## config.mk

```make
export PLATFORM = sky130hd
export DESIGN_NAME = preemptive_priority_scheduler_top_flat
export DESIGN_NICKNAME = d
export VERILOG_FILES = /design/src/design/pps_pkg.sv /design/src/design/pps_if.sv /design/src/design/pps_ram.sv /design/src/design/pps_ctrl.sv /design/src/design/pps_dp.sv /design/src/design/preemptive_priority_scheduler_top.sv /design/src/flat_wrapper.sv
export SDC_FILE = /design/constraint.sdc
export NUM_CORES = 2
export LEC_CHECK = 0
export ABC_AREA = 1
export BUFFER_PORTS_ARGS = -buffer_cell sky130_fd_sc_hd__buf_2
export CAP_MARGIN = 20
export CORE_MARGIN = 8
export CORE_UTILIZATION = 40
export CTS_BUF_LIST = sky130_fd_sc_hd__clkbuf_4
export CTS_CLUSTER_SIZE = 10
export DETAILED_ROUTE_END_ITERATION = 10
export PLACE_DENSITY = 0.62
export SYNTH_ARGS = -nofsm -noshare
export SYNTH_HDL_FRONTEND = slang
export SYNTH_HIERARCHICAL = 1
export SYNTH_SLANG_ARGS = --single-unit
```

## constraint.sdc

```tcl
create_clock -name clk -period 6.4 [get_ports clk]
set_clock_uncertainty 0.2 [all_clocks]
set_input_delay 1.28 -clock clk [delete_from_list [all_inputs] [get_ports clk]]
set_output_delay 1.28 -clock clk [all_outputs]
set_load 0.02 [all_outputs]
```

## src/design/pps_pkg.sv

```systemverilog
package pps_pkg;

  localparam int MAX_JOBS_DEF = 16;

  // Input opcodes.
  localparam logic [1:0] OP_LOAD  = 2'd0;
  localparam logic [1:0] OP_TICK  = 2'd1;
  localparam logic [1:0] OP_CLEAR = 2'd2;

  // Result kinds.
  localparam logic [2:0] KIND_LOAD_OK  = 3'd0;
  localparam logic [2:0] KIND_LOAD_REJ = 3'd1;
  localparam logic [2:0] KIND_IDLE     = 3'd2;
  localparam logic [2:0] KIND_RAN      = 3'd3;
  localparam logic [2:0] KIND_PREEMPT  = 3'd4;
  localparam logic [2:0] KIND_FINISHED = 3'd5;
  localparam logic [2:0] KIND_CLEARED  = 3'd6;

  // One job table entry as it is kept in the job memory.
  typedef struct packed {
    logic [15:0] arrival;
    logic [15:0] burst;
    logic [15:0] remaining;
    logic [7:0]  prio;
  } job_t;

  // Datapath operations issued by the controller.
  typedef enum logic [3:0] {
    DP_NOP,
    DP_CAPTURE,
    DP_SCAN,
    DP_LOAD,
    DP_CLEAR,
    DP_IDLE_TICK,
    DP_TAKE_OVER,
    DP_PREEMPT,
    DP_RUN,
    DP_FINISH
  } dp_op_t;

  typedef struct packed {
    dp_op_t op;
  } cmd_t;

  typedef struct packed {
    logic found;
    logic switch_job;
    logic running_none;
    logic scan_last;
    logic rem_last;
    logic out_free;
  } sts_t;

endpackage

```

## src/design/pps_if.sv

```systemverilog
interface pps_in_if;
  logic        valid;
  logic        ready;
  logic [1:0]  opcode;
  logic [15:0] arrival;
  logic [15:0] burst;
  logic [7:0]  priority_req;

  modport source (output valid, output opcode, output arrival, output burst,
                  output priority_req, input ready);
  modport sink (input valid, input opcode, input arrival, input burst,
                input priority_req, output ready);
endinterface

interface pps_out_if;
  logic        valid;
  logic        ready;
  logic [2:0]  kind;
  logic [3:0]  slot;
  logic [31:0] segment_start;
  logic [31:0] segment_end;
  logic [31:0] turnaround;
  logic [31:0] waiting;
  logic        last;

  modport source (output valid, output kind, output slot, output segment_start,
                  output segment_end, output turnaround, output waiting,
                  output last, input ready);
  modport sink (input valid, input kind, input slot, input segment_start,
                input segment_end, input turnaround, input waiting,
                input last, output ready);
endinterface

```

## src/design/pps_ram.sv

```systemverilog
module pps_ram #(
  parameter int WIDTH = 8,
  parameter int DEPTH = 16
) (
  input  logic                             clk,
  input  logic                             we,
  input  logic [$clog2(DEPTH)-1:0]         waddr,
  input  logic [WIDTH-1:0]                 wdata,
  input  logic [$clog2(DEPTH)-1:0]         raddr,
  output logic [WIDTH-1:0]                 rdata
);

  logic [WIDTH-1:0] mem [DEPTH];

  always_ff @(posedge clk) begin
    if (we) begin
      mem[waddr] <= wdata;
    end
    rdata <= mem[raddr];
  end

endmodule

```

## src/design/pps_ctrl.sv

```systemverilog
module pps_ctrl (
  input  logic          clk,
  input  logic          rst,
  input  logic          valid,
  input  logic [1:0]    opcode,
  output logic          ready,
  input  pps_pkg::sts_t sts,
  output pps_pkg::cmd_t ctl
);
  import pps_pkg::*;

  typedef enum logic [3:0] {
    ST_IDLE,
    ST_LOAD,
    ST_CLEAR,
    ST_SCAN,
    ST_SCAN_LAST,
    ST_DECIDE,
    ST_IDLE_TICK,
    ST_PREEMPT,
    ST_RUN,
    ST_FINISH
  } state_t;

  state_t state;
  state_t state_next;

  always_comb begin
    state_next = state;
    ctl.op     = DP_NOP;
    ready      = 1'b0;
    unique case (state)
      ST_IDLE: begin
        ready = 1'b1;
        if (valid) begin
          ctl.op = DP_CAPTURE;
          priority if (opcode == OP_LOAD) begin
            state_next = ST_LOAD;
          end else if (opcode == OP_TICK) begin
            state_next = ST_SCAN;
          end else if (opcode == OP_CLEAR) begin
            state_next = ST_CLEAR;
          end else begin
            state_next = ST_IDLE;
          end
        end
      end
      ST_LOAD: begin
        if (sts.out_free) begin
          ctl.op     = DP_LOAD;
          state_next = ST_IDLE;
        end
      end
      ST_CLEAR: begin
        if (sts.out_free) begin
          ctl.op     = DP_CLEAR;
          state_next = ST_IDLE;
        end
      end
      ST_SCAN: begin
        ctl.op = DP_SCAN;
        if (sts.scan_last) begin
          state_next = ST_SCAN_LAST;
        end
      end
      ST_SCAN_LAST: begin
        state_next = ST_DECIDE;
      end
      ST_DECIDE: begin
        priority if (!sts.found) begin
          state_next = ST_IDLE_TICK;
        end else if (sts.switch_job && !sts.running_none) begin
          state_next = ST_PREEMPT;
        end else begin
          if (sts.switch_job) begin
            ctl.op = DP_TAKE_OVER;
          end
          state_next = ST_RUN;
        end
      end
      ST_IDLE_TICK: begin
        if (sts.out_free) begin
          ctl.op     = DP_IDLE_TICK;
          state_next = ST_IDLE;
        end
      end
      ST_PREEMPT: begin
        if (sts.out_free) begin
          ctl.op     = DP_PREEMPT;
          state_next = ST_RUN;
        end
      end
      ST_RUN: begin
        if (sts.out_free) begin
          ctl.op     = DP_RUN;
          state_next = sts.rem_last ? ST_FINISH : ST_IDLE;
        end
      end
      ST_FINISH: begin
        if (sts.out_free) begin
          ctl.op     = DP_FINISH;
          state_next = ST_IDLE;
        end
      end
      default: begin
        state_next = ST_IDLE;
      end
    endcase
  end

  always_ff @(posedge clk) begin
    if (rst) begin
      state <= ST_IDLE;
    end else begin
      state <= state_next;
    end
  end

  // The scan always runs through the whole table before a decision.
  a_decide_after_scan: assert property (@(posedge clk) disable iff (rst)
    state == ST_DECIDE |-> $past(state) == ST_SCAN_LAST)
    else $error("decision reached without a completed scan");

  a_run_needs_pick: assert property (@(posedge clk) disable iff (rst)
    state == ST_RUN |-> sts.found)
    else $error("run state entered with no job picked");

  a_accept_only_idle: assert property (@(posedge clk) disable iff (rst)
    ctl.op == DP_CAPTURE |-> state == ST_IDLE && valid)
    else $error("item captured outside idle");

endmodule

```

## src/design/pps_dp.sv

```systemverilog
module pps_dp #(
  parameter int MAX_JOBS = pps_pkg::MAX_JOBS_DEF
) (
  input  logic          clk,
  input  logic          rst,
  input  pps_pkg::cmd_t ctl,
  output pps_pkg::sts_t sts,
  input  logic [15:0]   arrival,
  input  logic [15:0]   burst,
  input  logic [7:0]    priority_req,
  output logic          valid,
  input  logic          ready,
  output logic [2:0]    kind,
  output logic [3:0]    slot,
  output logic [31:0]   segment_start,
  output logic [31:0]   segment_end,
  output logic [31:0]   turnaround,
  output logic [31:0]   waiting,
  output logic          last
);
  import pps_pkg::*;

  localparam int SW = $clog2(MAX_JOBS);
  localparam int LW = $clog2(MAX_JOBS + 1);
  localparam logic [LW-1:0] NONE      = LW'(MAX_JOBS);
  localparam logic [SW-1:0] LAST_ADDR = SW'(MAX_JOBS - 1);

  // Captured load fields.
  logic [15:0] arr_cap;
  logic [15:0] bur_cap;
  logic [7:0]  pri_cap;

  logic [LW-1:0] jobs_loaded;
  logic [31:0]   current_time;
  logic [LW-1:0] running_slot;
  logic [31:0]   running_since;

  logic [SW-1:0] scan_addr;
  logic          rd_vld;
  logic [SW-1:0] rd_idx;
  logic          found;
  logic [SW-1:0] best_idx;
  job_t          best;
  logic [31:0]   turn;

  logic                 we;
  logic [SW-1:0]        waddr;
  job_t                 wdata;
  logic [$bits(job_t)-1:0] rdata;
  job_t                 rd_job;

  logic        cand;
  logic        better;
  logic        reject;
  logic [31:0] time_inc;
  logic [15:0] rem_next;
  logic [31:0] wait_val;

  logic        emit;
  logic [2:0]  e_kind;
  logic [3:0]  e_slot;
  logic [31:0] e_start;
  logic [31:0] e_end;
  logic [31:0] e_turn;
  logic [31:0] e_wait;
  logic        e_last;

  pps_ram #(
    .WIDTH($bits(job_t)),
    .DEPTH(MAX_JOBS)
  ) u_jobs (
    .clk  (clk),
    .we   (we),
    .waddr(waddr),
    .wdata(wdata),
    .raddr(scan_addr),
    .rdata(rdata)
  );

  assign rd_job = job_t'(rdata);

  always_comb begin
    cand = rd_vld && (LW'(rd_idx) < jobs_loaded) && (rd_job.remaining != 16'd0) &&
           ({16'd0, rd_job.arrival} <= current_time);
    better = !found || (rd_job.prio < best.prio) ||
             ((rd_job.prio == best.prio) && (rd_job.arrival < best.arrival));
    reject   = (bur_cap == 16'd0) || (jobs_loaded == NONE);
    time_inc = (current_time == 32'hFFFF_FFFF) ? current_time : current_time + 32'd1;
    rem_next = best.remaining - 16'd1;
    wait_val = (turn >= {16'd0, best.burst}) ? turn - {16'd0, best.burst} : 32'd0;
  end

  always_comb begin
    we    = 1'b0;
    waddr = jobs_loaded[SW-1:0];
    wdata = '{arrival: arr_cap, burst: bur_cap, remaining: bur_cap, prio: pri_cap};
    if (ctl.op == DP_LOAD && !reject) begin
      we = 1'b1;
    end else if (ctl.op == DP_RUN) begin
      we    = 1'b1;
      waddr = best_idx;
      wdata = '{arrival: best.arrival, burst: best.burst, remaining: rem_next,
                prio: best.prio};
    end
  end

  always_comb begin
    emit    = 1'b0;
    e_kind  = KIND_IDLE;
    e_slot  = 4'd0;
    e_start = 32'd0;
    e_end   = 32'd0;
    e_turn  = 32'd0;
    e_wait  = 32'd0;
    e_last  = 1'b1;
    unique case (ctl.op)
      DP_LOAD: begin
        emit   = 1'b1;
        e_kind = reject ? KIND_LOAD_REJ : KIND_LOAD_OK;
        e_slot = reject ? 4'd0 : 4'(jobs_loaded);
      end
      DP_CLEAR: begin
        emit   = 1'b1;
        e_kind = KIND_CLEARED;
      end
      DP_IDLE_TICK: begin
        emit   = 1'b1;
        e_kind = KIND_IDLE;
        e_end  = time_inc;
      end
      DP_PREEMPT: begin
        emit    = 1'b1;
        e_kind  = KIND_PREEMPT;
        e_slot  = 4'(running_slot);
        e_start = running_since;
        e_end   = current_time;
        e_last  = 1'b0;
      end
      DP_RUN: begin
        emit   = (rem_next != 16'd0);
        e_kind = KIND_RAN;
        e_slot = 4'(best_idx);
        e_end  = time_inc;
      end
      DP_FINISH: begin
        emit    = 1'b1;
        e_kind  = KIND_FINISHED;
        e_slot  = 4'(best_idx);
        e_start = running_since;
        e_end   = current_time;
        e_turn  = turn;
        e_wait  = wait_val;
      end
      default: begin
        emit = 1'b0;
      end
    endcase
  end

  always_ff @(posedge clk) begin
    if (rst) begin
      valid         <= 1'b0;
      jobs_loaded   <= '0;
      current_time  <= 32'd0;
      running_slot  <= NONE;
      running_since <= 32'd0;
      rd_vld        <= 1'b0;
      found         <= 1'b0;
      scan_addr     <= '0;
    end else begin
      if (emit) begin
        valid <= 1'b1;
      end else if (ready) begin
        valid <= 1'b0;
      end
      rd_vld <= (ctl.op == DP_SCAN);
      if (cand && better) begin
        found <= 1'b1;
      end
      unique case (ctl.op)
        DP_CAPTURE: begin
          scan_addr <= '0;
          found     <= 1'b0;
        end
        DP_SCAN: begin
          scan_addr <= scan_addr + SW'(1);
        end
        DP_LOAD: begin
          if (!reject) begin
            jobs_loaded <= jobs_loaded + LW'(1);
          end
        end
        DP_CLEAR: begin
          jobs_loaded   <= '0;
          current_time  <= 32'd0;
          running_slot  <= NONE;
          running_since <= 32'd0;
        end
        DP_IDLE_TICK: begin
          current_time <= time_inc;
        end
        DP_TAKE_OVER, DP_PREEMPT: begin
          running_since <= current_time;
          running_slot  <= LW'(best_idx);
        end
        DP_RUN: begin
          current_time <= time_inc;
        end
        DP_FINISH: begin
          running_slot <= NONE;
        end
        default: begin
          running_slot <= running_slot;
        end
      endcase
    end
  end

  always_ff @(posedge clk) begin
    if (ctl.op == DP_CAPTURE) begin
      arr_cap <= arrival;
      bur_cap <= burst;
      pri_cap <= priority_req;
    end
    rd_idx <= scan_addr;
    if (cand && better) begin
      best_idx <= rd_idx;
      best     <= rd_job;
    end
    if (ctl.op == DP_RUN) begin
      turn <= time_inc - {16'd0, best.arrival};
    end
    if (emit) begin
      kind          <= e_kind;
      slot          <= e_slot;
      segment_start <= e_start;
      segment_end   <= e_end;
      turnaround    <= e_turn;
      waiting       <= e_wait;
      last          <= e_last;
    end
  end

  always_comb begin
    sts.found        = found;
    sts.switch_job   = (LW'(best_idx) != running_slot);
    sts.running_none = (running_slot == NONE);
    sts.scan_last    = (scan_addr == LAST_ADDR);
    sts.rem_last     = (best.remaining == 16'd1);
    sts.out_free     = !valid || ready;
  end

  a_no_overwrite: assert property (@(posedge clk) disable iff (rst)
    emit |-> (!valid || ready))
    else $error("result register overwritten before it was taken");

  a_running_loaded: assert property (@(posedge clk) disable iff (rst)
    running_slot == NONE || running_slot < jobs_loaded)
    else $error("running slot points past the loaded jobs");

  a_fill_bound: assert property (@(posedge clk) disable iff (rst)
    jobs_loaded <= NONE)
    else $error("job count exceeds table size");

endmodule

```

## src/design/preemptive_priority_scheduler_top.sv

```systemverilog
// Load and clear: the item is captured on acceptance and the result is registered
// in the load or clear state once the output register is free.
// Tick: a full scan of all MAX_JOBS slots through the job memory read port, then
// decide and update, with an extra step for a preemption segment and another for
// a finish record.
// One item is processed at a time; a new item is taken as soon as the previous
// one has placed its final result in the output register. Synchronous reset
// empties the table, zeroes time and marks no job running; no clearing pass.
module preemptive_priority_scheduler_top #(
  parameter int MAX_JOBS = pps_pkg::MAX_JOBS_DEF
) (
  input logic   clk,
  input logic   rst,
  pps_in_if.sink    cmd,
  pps_out_if.source res
);
  import pps_pkg::*;

  // The controller sequences each item; the datapath owns the job memory,
  // the time and running-job registers, the scan comparator and the output
  // register that decouples the result side from the command side.
  cmd_t ctl;
  sts_t sts;

  pps_ctrl u_ctrl (
    .clk   (clk),
    .rst   (rst),
    .valid (cmd.valid),
    .opcode(cmd.opcode),
    .ready (cmd.ready),
    .sts   (sts),
    .ctl   (ctl)
  );

  // A tick reads each slot in order and keeps the best candidate so far, which
  // makes the lower slot win a full tie without extra logic.
  pps_dp #(
    .MAX_JOBS(MAX_JOBS)
  ) u_dp (
    .clk          (clk),
    .rst          (rst),
    .ctl          (ctl),
    .sts          (sts),
    .arrival      (cmd.arrival),
    .burst        (cmd.burst),
    .priority_req (cmd.priority_req),
    .valid        (res.valid),
    .ready        (res.ready),
    .kind         (res.kind),
    .slot         (res.slot),
    .segment_start(res.segment_start),
    .segment_end  (res.segment_end),
    .turnaround   (res.turnaround),
    .waiting      (res.waiting),
    .last         (res.last)
  );

endmodule

```

## src/flat_wrapper.sv

```systemverilog
// flat-port wrapper written by rule: the top's interface ports become plain ports
module preemptive_priority_scheduler_top_flat import pps_pkg::*;
#(
  parameter int MAX_JOBS = pps_pkg::MAX_JOBS_DEF
)
  (clk, rst, cmd_valid, cmd_opcode, cmd_arrival, cmd_burst, cmd_priority_req, cmd_ready, res_valid, res_kind, res_slot, res_segment_start, res_segment_end, res_turnaround, res_waiting, res_last, res_ready);
  pps_in_if cmd_i ();
  pps_out_if res_i ();
  input logic clk;
  input logic rst;
  input wire logic [$bits(cmd_i.valid)-1:0] cmd_valid;
  input wire logic [$bits(cmd_i.opcode)-1:0] cmd_opcode;
  input wire logic [$bits(cmd_i.arrival)-1:0] cmd_arrival;
  input wire logic [$bits(cmd_i.burst)-1:0] cmd_burst;
  input wire logic [$bits(cmd_i.priority_req)-1:0] cmd_priority_req;
  output wire logic [$bits(cmd_i.ready)-1:0] cmd_ready;
  output wire logic [$bits(res_i.valid)-1:0] res_valid;
  output wire logic [$bits(res_i.kind)-1:0] res_kind;
  output wire logic [$bits(res_i.slot)-1:0] res_slot;
  output wire logic [$bits(res_i.segment_start)-1:0] res_segment_start;
  output wire logic [$bits(res_i.segment_end)-1:0] res_segment_end;
  output wire logic [$bits(res_i.turnaround)-1:0] res_turnaround;
  output wire logic [$bits(res_i.waiting)-1:0] res_waiting;
  output wire logic [$bits(res_i.last)-1:0] res_last;
  input wire logic [$bits(res_i.ready)-1:0] res_ready;
  assign cmd_i.valid = cmd_valid;
  assign cmd_i.opcode = cmd_opcode;
  assign cmd_i.arrival = cmd_arrival;
  assign cmd_i.burst = cmd_burst;
  assign cmd_i.priority_req = cmd_priority_req;
  assign cmd_ready = cmd_i.ready;
  assign res_valid = res_i.valid;
  assign res_kind = res_i.kind;
  assign res_slot = res_i.slot;
  assign res_segment_start = res_i.segment_start;
  assign res_segment_end = res_i.segment_end;
  assign res_turnaround = res_i.turnaround;
  assign res_waiting = res_i.waiting;
  assign res_last = res_i.last;
  assign res_i.ready = res_ready;
  preemptive_priority_scheduler_top #(.MAX_JOBS(MAX_JOBS)) u_core (.clk(clk), .rst(rst), .cmd(cmd_i), .res(res_i));
endmodule
```

==> run_results.csv <==
group,metric,value,unit
placed_design,globalplace.congestion,0.914,
setup_path,cp.required,6.99,ns
worst_hold_path,worst_hold_path_type,"register to register",
logic_synthesis,synth_simple_gate_area_share,20.5,%
logic_synthesis,synth_nets,5961,
final_layout,n_fill_cell,13700,
final_layout,syn_to_final_growth,13.2,%
clock_network,cts.sink_count,1309,
placed_design,portBuffers,183,
setup_path,end_kind,"register",
logic_synthesis,ys_types,58,
floorplan,initial_core_util,40.2,%
power_and_ir_drop,power.density,384,nW/um^2
floorplan,die_h,398,um
setup_path,reg2regPathDepth,15,
timing,final.setup.tns,0,ns
route,viasPerCell,4.94,
timing,hold_viol,0,
power_and_ir_drop,leakagePower,0.0280,uW
logic_synthesis,syn-cell-area,58400,sq um
logic_synthesis,synth_top_family_by_area,"simple AND/OR/NAND/NOR gates",
logic_synthesis,synth_area_leaders,"edfxtp_1 (60%), nand2_1 (11%), nand3_1 (6.5%)",
logic_synthesis,synth_warnings,6,
clock_network,htree_levels,5,
clock_network,cts_tree,"yes",
global_route,grt_first_pass_wirelength,234000,um
clock_network,insertion_delay,1.26,ns
setup_path,worst_r2r_startpoint,"u_core/u_dp/best_idx[3]$_DFFE_PP_",
logic_synthesis,yosys.area.top_type_share,59.8,%
route,drt_first_pass_iters,6,
setup_path,path_cells,"nand2_1, o21ai_0, a221oi_1, nand3_1, nand4_1, o2111ai_1, inv_1, nand2_1, nor2_4, buf_4, o21ai_0, nor2_1, nand2_1, nor2_4, buf_4",
logic_synthesis,yosys_register_bits,1309,
setup_path,crit_fanout,41,
clock_network,cts-root-buf,"clkbuf_4",
logic_synthesis,synth-xor-area-share,0.823,%
setup_path,criticalPathCategory,"register to register",
timing,rsz0062_at_grt,"false",
global_route,grt-ovfl-total,0,
worst_hold_path,hp-start,"u_core/u_dp/u_jobs/rdata[32]$_DFF_P_",
setup_path,path_common_cell,"nand2_1",
power_and_ir_drop,power,25400,uW
logic_synthesis,yosysSeqAreaShare,64.8,%
setup_path,critPathLaunchType,"register",
logic_synthesis,synthAdderAreaFrac,1.85,%
timing,min_period_over_period,78.5,%
floorplan,pin_count,184,
setup_path,crit_path_top_delay_cell,"buf_4",
route,ant_nets,0,
setup_path,cp.depth,15,
final_layout,seqCellArea,37900,sq um
setup_path,startpoint,"u_core/u_dp/best_idx[3]$_DFFE_PP_",
placed_design,dp_cells,7795,
status,status,"complete, no violations",
logic_synthesis,synth_edf_count,1164,
run,cap_violations,0,
final_layout,fin_util,45.5,%
floorplan,die_w,398,um
timing,setup_viol,0,
global_route,grt_max_degree,217,
setup_path,critical_path.top_delay_family,"simple AND/OR/NAND/NOR gates",
timing,min_period,5.02,ns
logic_synthesis,muxShareOfSynthArea,0,%
logic_synthesis,syn_area_per_cell,10.0,sq um
global_route,grt_pass1_vias,40200,
setup_path,worstPathArrival,5.61,ns
timing,whs,0.171,ns
logic_synthesis,yosysMostFrequentCell,"nand2_1",
clock_network,cts.reportedPaths.clkPinSlew,0.07,ns
floorplan,die_area,159000,sq um
worst_hold_path,min_delay_path_depth,0,
logic_synthesis,synth_compound_area_share,3.20,%
logic_synthesis,async_flop_share,0,%
global_route,antenna_found_initial,8,
route,first_iter_violations,4011,
logic_synthesis,synthCells,5830,
setup_path,critPathMaxStageDelay,0.80,ns
timing,fmax,0.199,GHz
logic_synthesis,ys.flop_type,"edfxtp_1",
route,drc_errors,0,
route,wl_per_cell,18.4,um
global_route,grt_usage,19.1,%
floorplan,core_region_area,145000,sq um
final_layout,final_cells,8440,
route,routed-via-count,41700,
placed_design,place_hpwl,92300,um
final_layout,multi_input_area,15600,sq um
route,wl,156000,um
power_and_ir_drop,peakVddDrop,0.315,mV
timing,maxSlewHeadroom,1.32,%
clock_network,ctsLongestPathBuffers,4,
final_layout,nNetsFinal,6401,
floorplan,core.rowCount,140,
timing,slew_viol_final,0,
setup_path,cp_num_buf_inv,3,
logic_synthesis,synth_common_cells,"nand2_1 (1671), edfxtp_1 (1164), inv_1 (955)",
logic_synthesis,yosys.area.top_type,"edfxtp_1",
clock_network,numCtsBuffers,347,
timing,worst_pin_slew,1.48,ns
final_layout,drive_gt1_share,14.2,%
[path summary, 6_finish.rpt]
| check | to | slack (ns) |
|---|---|---|
| setup / recovery | u_core/u_dp/u_jobs/mem[2][36]$_DFFE_PP_ | 1.38 |
| hold / removal | u_core/u_dp/best[32]$_DFFE_PP_ | 0.17 |
| setup reg to reg | u_core/u_dp/u_jobs/mem[2][36]$_DFFE_PP_ | 1.38 |
| hold reg to reg | u_core/u_dp/best[32]$_DFFE_PP_ | 0.17 |
[cells by family (layout without fill, tap and decap cells)]
logic type / after synthesis / after routing
flip-flops: 1309 / 1309
AND/OR/NAND/NOR: 2827 / 2827
XOR/XNOR: 54 / 54
buffers and inverters: 1202 / 1891
AO/OA/AOI/OAI: 353 / 353
adder cells (fa/ha/maj): 85 / 85
other: 0 / 4
[placed cells by master, fill, tap and decap left out, types with 28 or more instances in the layout]
cell	n
nand2_1	1670
edfxtp_1	1164
inv_1	952
nand3_1	760
clkbuf_4	508
nor2_1	245
buf_2	184
a21oi_1	155
o21ai_0	155
dfxtp_1	141
buf_4	83
ha_1	83
clkinv_1	74
dlygate4sd3_1	40
xor2_1	39
nor2_4	28
[flip-flops by register name, summed over array words and instances (netlist names), 3 cells and up]
register / flops
u_core/u_dp/arr_cap: 16
u_core/u_dp/u_jobs/mem: 896
u_core/u_dp/bur_cap: 16
u_core/u_dp/running_since: 32
u_core/u_dp/rd_idx: 4
u_core/u_dp/waiting: 32
u_core/u_dp/turn: 32
u_core/u_dp/jobs_loaded: 5
u_core/u_dp/best_idx: 4
u_core/u_dp/u_jobs/rdata: 56
u_core/u_dp/kind: 3
u_core/u_dp/turnaround: 32
u_core/u_dp/segment_end: 32
u_core/u_dp/pri_cap: 8
u_core/u_dp/best: 56
u_core/u_dp/scan_addr: 4
u_core/u_dp/segment_start: 32
u_core/u_ctrl/state: 4
u_core/u_dp/running_slot: 5
u_core/u_dp/slot: 4
u_core/u_dp/current_time: 32
[layer usage]
layer	vias to the layer above	share of wire, %	track usage (%)	wire length (um)
li1	20100	-	-	-
met1	19800	43	25.0	66800
met2	1585	48	31.8	74600
met3	235	7.0	3.63	10900
met4	0	2.2	6.74	3430
met5	-	0	0	0
[per-stage QoR]
| stage | instance area, sq um | worst slack [ns] |
|---|---|---|
| global placement | 61400 | 0.624 |
| finish | 66100 | 1.38 |
| global route | 66100 | 1.12 |
| floorplan | 58400 | 0.164 |
| detailed placement | 61400 | 0.642 |
| CTS | 66000 | 1.39 |
[timing repair]
| action | CTS | global route |
|---|---|---|
| buffers inserted | 0 | 0 |
| hold buffers | 40 | 0 |
| endpoints found under the hold margin | 40 | 0 |
| gates resized for setup | 0 | 0 |
[layout make-up]
type	count	share of cell area, %
Sequential cell	1309	57.3
Inverter	964	5.50
Multi-Input combinational cell	3319	23.6
Clock buffer	508	5.77
Clock inverter	90	0.579
Tap cell	1917	3.63
Antenna cell	4	0.0151
Timing Repair Buffer	329	3.63
[power by group]
group	leakage (uW)	switching [uW]	internal [uW]
logic	0.0138	4720	1650
clock network	0.00253	3280	3660
registers	0.0117	549	11500
No activity file was read; power rests on OpenSTA's default activity.
